**src/rtl/pbr_pkg.sv**
```systemverilog
// Shared types, constants and the divider step for the position table resampler.
`default_nettype none
package pbr_pkg;

  localparam int IDX_W      = 6;
  localparam int DIV_CYCLES = 4;
  localparam int DIV_STEPS  = 6;
  localparam int QW         = DIV_CYCLES * DIV_STEPS;
  localparam int FRAC_W     = 16;
  localparam int VAL_W      = 16;
  localparam int OUTQ_DEPTH = 4;
  localparam int CFG_IDX_W  = 4;
  localparam int CFG_DATA_W = 10;

  localparam logic [CFG_IDX_W-1:0] REG_SIDE   = 4'd0;
  localparam logic [CFG_IDX_W-1:0] REG_ROWS   = 4'd1;
  localparam logic [CFG_IDX_W-1:0] REG_COLS   = 4'd2;
  localparam logic [CFG_IDX_W-1:0] REG_HIDDEN = 4'd3;

  typedef struct packed {
    logic [5:0] side;
    logic [9:0] rows;
    logic [9:0] cols;
    logic [6:0] hid;
  } cfg_t;

  typedef struct packed {
    logic              query;
    logic              wr;
    logic              bad;
    logic [5:0]        dim;
    logic [IDX_W-1:0]  y0;
    logic [IDX_W-1:0]  y1;
    logic [IDX_W-1:0]  x0;
    logic [IDX_W-1:0]  x1;
    logic [FRAC_W-1:0] fy;
    logic [FRAC_W-1:0] fx;
    logic [VAL_W-1:0]  value;
  } item_t;

  typedef struct packed {
    logic [9:0]    rem;
    logic [QW-1:0] sh;
  } div_t;

  // Restoring division, DIV_STEPS quotient bits; dividend bits leave sh at the top,
  // quotient bits enter at the bottom.
  function automatic div_t div_steps(div_t s, logic [9:0] den);
    div_t        r;
    logic [10:0] t;
    r = s;
    for (int i = 0; i < DIV_STEPS; i++) begin
      t = {r.rem, r.sh[QW-1]};
      r.sh = {r.sh[QW-2:0], 1'b0};
      if (t >= {1'b0, den}) begin
        t = t - {1'b0, den};
        r.sh[0] = 1'b1;
      end
      r.rem = t[9:0];
    end
    return r;
  endfunction

endpackage
`default_nettype wire

```
**src/rtl/pbr_out_if.sv**
```systemverilog
// Result channel: one resampled value word.
`default_nettype none
interface pbr_out_if;
  logic        valid;
  logic        ready;
  logic signed [15:0] embed_value;
  logic        bad_query;

  modport source (output valid, embed_value, bad_query, input ready);
  modport sink (input valid, embed_value, bad_query, output ready);
endinterface
`default_nettype wire

```
**src/rtl/pbr_outq.sv**
```systemverilog
// Result queue: holds finished words until the sink takes them.
`default_nettype none
module pbr_outq (
  input  wire logic        clk,
  input  wire logic        rst,
  input  wire logic        push,
  input  wire logic [15:0] push_value,
  input  wire logic        push_bad,
  pbr_out_if.source        rsp
);
  localparam int D  = pbr_pkg::OUTQ_DEPTH;
  localparam int PW = $clog2(D);

  logic [16:0]   mem [D];
  logic [PW-1:0] head, tail;
  logic [PW:0]   count;
  logic          pop;

  assign rsp.valid       = (count != '0);
  assign rsp.embed_value = $signed(mem[head][16:1]);
  assign rsp.bad_query   = mem[head][0];
  assign pop             = rsp.valid && rsp.ready;

  always_ff @(posedge clk) begin
    if (rst) begin
      head  <= '0;
      tail  <= '0;
      count <= '0;
    end else begin
      if (push) tail <= tail + 1'b1;
      if (pop)  head <= head + 1'b1;
      count <= count + (PW+1)'(push) - (PW+1)'(pop);
    end
  end

  always_ff @(posedge clk) begin
    if (push) mem[tail] <= {push_value, push_bad};
  end
endmodule
`default_nettype wire

```
**src/flat_wrapper.sv**
```systemverilog
// flat-port wrapper written by rule: the top's interface ports become plain ports
module pbr_outq_flat 
  (clk, rst, push, push_value, push_bad, rsp_valid, rsp_embed_value, rsp_bad_query, rsp_ready);
  pbr_out_if rsp_i ();
  input  wire logic clk;
  input  wire logic rst;
  input  wire logic push;
  input  wire logic [15:0] push_value;
  input  wire logic push_bad;
  output wire logic [$bits(rsp_i.valid)-1:0] rsp_valid;
  output wire logic [$bits(rsp_i.embed_value)-1:0] rsp_embed_value;
  output wire logic [$bits(rsp_i.bad_query)-1:0] rsp_bad_query;
  input wire logic [$bits(rsp_i.ready)-1:0] rsp_ready;
  assign rsp_valid = rsp_i.valid;
  assign rsp_embed_value = rsp_i.embed_value;
  assign rsp_bad_query = rsp_i.bad_query;
  assign rsp_i.ready = rsp_ready;
  pbr_outq u_core (.clk(clk), .rst(rst), .push(push), .push_value(push_value), .push_bad(push_bad), .rsp(rsp_i));
endmodule
```
**config.mk**
```make
export PLATFORM = sky130hd
export DESIGN_NAME = pbr_outq_flat
export DESIGN_NICKNAME = d
export VERILOG_FILES = /design/src/rtl/pbr_pkg.sv /design/src/rtl/pbr_out_if.sv /design/src/rtl/pbr_outq.sv /design/src/flat_wrapper.sv
export SDC_FILE = /design/constraint.sdc
export NUM_CORES = 1
export LEC_CHECK = 0
export ABC_AREA = 1
export BUFFER_PORTS_ARGS = -buffer_cell sky130_fd_sc_hd__buf_2
export CAP_MARGIN = 20
export CORE_MARGIN = 10
export CORE_UTILIZATION = 43
export CTS_CLUSTER_SIZE = 28
export DETAILED_ROUTE_END_ITERATION = 8
export PLACE_DENSITY = 0.73
export SKIP_CTS_REPAIR_TIMING = 1
export SYNTH_ARGS = -nofsm -noshare
export SYNTH_HDL_FRONTEND = slang
export SYNTH_SLANG_ARGS = --single-unit
```
**constraint.sdc**
```tcl
create_clock -name clk -period 2.45 [get_ports clk]
set_clock_uncertainty 0.1 [all_clocks]
set_input_delay 0.49 -clock clk [delete_from_list [all_inputs] [get_ports clk]]
set_output_delay 0.49 -clock clk [all_outputs]
set_load 0.03 [all_outputs]
```
==> impl_results.md <==
* Worst Path Buf+Inv at 2
* Critical-path maximum fanout at 13
* Fin util at 0.5134
* Period utilisation layout at 0.9245
* Initial antenna violation count at 0
* Largest area contributor in the netlist: edfxtp_1
* Placer Congestion at 0.7378
* Maximum number of pins on one net before global-route repair at 35
* Largest cells by area after synthesis: edfxtp_1, dfxtp_1, nor2_1
* Synth top area share at 0.6716
* GRT overflow at 0
* Power density cells at slightly below 1000 nW/um^2
* GR peak layer: met2
* Maxcap violations at 0
* Worst R2R Start: u_core.count[1]$_SDFF_PP0_
* Core area at around 6800 um^2
* Global routing met3 resource utilization at 0.02354
* Synthesis-to-layout area growth at 15.35%
* Top FF cell, synth: edfxtp_1
* Syn nets at 253
* Hpwl dp at approximately 3800 um
* Startpoint Class: flop
* Max_slew headroom at 0.7394
* M2 GR Usage at 0.1815
* # diodes at 0
* First-pass iteration count of the detailed router at 4
* Die height at between 100 and 150 um
* Final #Nets at 300
* Seq/Total Area, Yosys at 0.7309
* Worst Hold Launch: rst
* Synth Area in Compound Gates at 0.1173
* Final setup viols at 0
* Worst-Skew Late Latency at 0.34 ns
* Synth top cells by count: edfxtp_1, nor2_1, o22ai_1, inv_1
* Register area at approximately 2200 um^2
* PortBufs at 38
* Clock-pin slew on the worst setup and hold paths at roughly 0.07 ns
* CP Cell Sequence: buf_4 -> o21ai_0 -> o22ai_1 -> buf_2
* Xor-xnor portion of the synthesized cell area at 0
* HP Class: primary input to flop
* Post-Synth Simple-Gate Area at 0.06872
* Final setup TNS at 0 ns
* Netlist Area Pre-Place at 3040 um^2
* Routed Antenna Nets at 0
* CTS Buf Count at 9
* Least-Margin Pin Slew at between 0.3 and 0.4 ns
* Distinct cells, synth at 19
* Fin. max-slew vios at 0
* I/O Pins at 39
* Crit path DAT at between 1.5 and 2 ns
* Post-Synth Adder-Cell Area at 0.03128
* Residual DRC at 0
* Multiplexer share of the synthesized area at 0
* WP data required at between 1.5 and 2 ns
* H-tree Lvls at 3
* # clock sinks at between 70 and 80
* CTS root buffer: clkbuf_8
* Worst path max stage delay at 0.51 ns
* Largest family of logic cells by synthesized area: compound AO/OA/AOI/OAI gates
* Setup slack after layout at approximately 0.18 ns
* YS warnings at 0
* Final WL at 5625 um
* Critical path class: flop to output pin
* Grt met1 use at 0.1201
* R2R Setup Slk at between 0.6 and 0.7 ns
* Cell count after synthesis at 225
* EDFF count, synth at 68
* Drt wl/cell at between 15 and 20 um
* TritonCTS clock tree: yes
* Share of cells above drive strength 1 at 0.2609
* Row cnt at 30
* Most frequent cell after synthesis: edfxtp_1
* Initial Util at 0.4451
* Max Buffers Root-to-Sink at 2
* Register bit total from synthesis at 77
* Top cell family by delay on the critical path: flip-flops
* LEAKAGE at between 1 and 1.5 nW
* Crit. End Element: output pin
* Dpl ws at about 0.46 ns
* Slowest cell on crit path: dfxtp_1
* Maximum VDD drop at between 0.4 and 0.5 mV
* First-pass GRT wire length at 9142 um
* Post-layout min period at between 2 and 2.5 ns
* Vias in the first global route at roughly 1.8k
* Detail-routed via count per cell at between 4 and 5
* Status: finished, final reports clean
* Multi-input gate area at 660.6 um^2
* Total number of vias at between 1.5k and 2k
* RSZ-0062 raised after global routing: no
* Area of the die at approximately 11000 um^2
* Total GRT Usage at 0.1075
* Fill cell count at around 600
* Die width at 104.1 um
* Syn_area_per_cell at 13.51 um^2
* Synth async-reset ratio at 0
* Final Hold Fails at 0
* DRT iter0 DRCs at ~140
* Fmax at 441.5 MHz
## metal layers
layer	wire length, um	up-vias
met5	0	-
met4	121	0
met3	292	9
met2	2946	49
met1	2265	869
li1	-	904
## registers in the layout (all words and copies together) (netlist names), named ones only
signal,count
u_core.mem,68
u_core.count,3
u_core.head,2
u_core.tail,2
## layout by cell type, fill, tap and decap left out, types with 5 or more instances in the layout
cell	Yosys	routed
nor2_1	41	41
o21ai_1	13	13
inv_1	16	16
dfxtp_1	9	9
nand2_1	12	12
o21ai_2	10	10
buf_4	2	7
a21oi_1	5	5
edfxtp_1	68	68
o22ai_1	17	17
ha_1	6	6
o21ai_0	13	13
buf_2	1	38
clkbuf_8	0	9
## final timing paths
| check | to | cells after the start |
|---|---|---|
| worst max-delay path | rsp_embed_value[3] | 4 |
| worst min-delay path | u_core.count[1]$_SDFF_PP0_ | 2 |
| worst max register to register | u_core.count[2]$_SDFF_PP0_ | 8 |
| worst min register to register | u_core.head[0]$_SDFFE_PP0P_ | 2 |
## report_power, final
part	leakage (nW)	total (mW)	internal, mW	switching, mW
registers	0.699	1.57	1.52	0.0516
clock network	0.0950	0.910	0.464	0.446
logic	0.537	0.954	0.283	0.671
## layout make-up
type	instances	area share
tap	96	0.03425
clock buffer	9	0.03532
timing repair buffer	45	0.06921
clock inverter	6	0.01855
sequential	77	0.6336
inverter	18	0.02069
multi-input combinational	121	0.1884
## kinds of logic (layout without fill, tap and decap cells)
kind of cell | Yosys count | count (layout)
AO/OA/AOI/OAI | 59 | 59
adder cells (fa/ha/maj) | 7 | 7
buffers and inverters | 27 | 78
flip-flops | 77 | 77
AND/OR/NAND/NOR | 55 | 55
## per-stage QoR
step / std cells / hold WS (ns) / area, um^2 / power (mW)
floorplan: 225 / 0.3481 / 3040 / 2.336
global placement: 357 / 0.3957 / 3316 / 2.551
detailed placement: 357 / 0.4045 / 3316 / 2.569
CTS: 372 / 0.2094 / 3505 / 3.475
global route: 372 / 0.2236 / 3507 / 3.630
finish: 372 / 0.2274 / 3507 / 3.433
(Power assumes the default switching activity.)
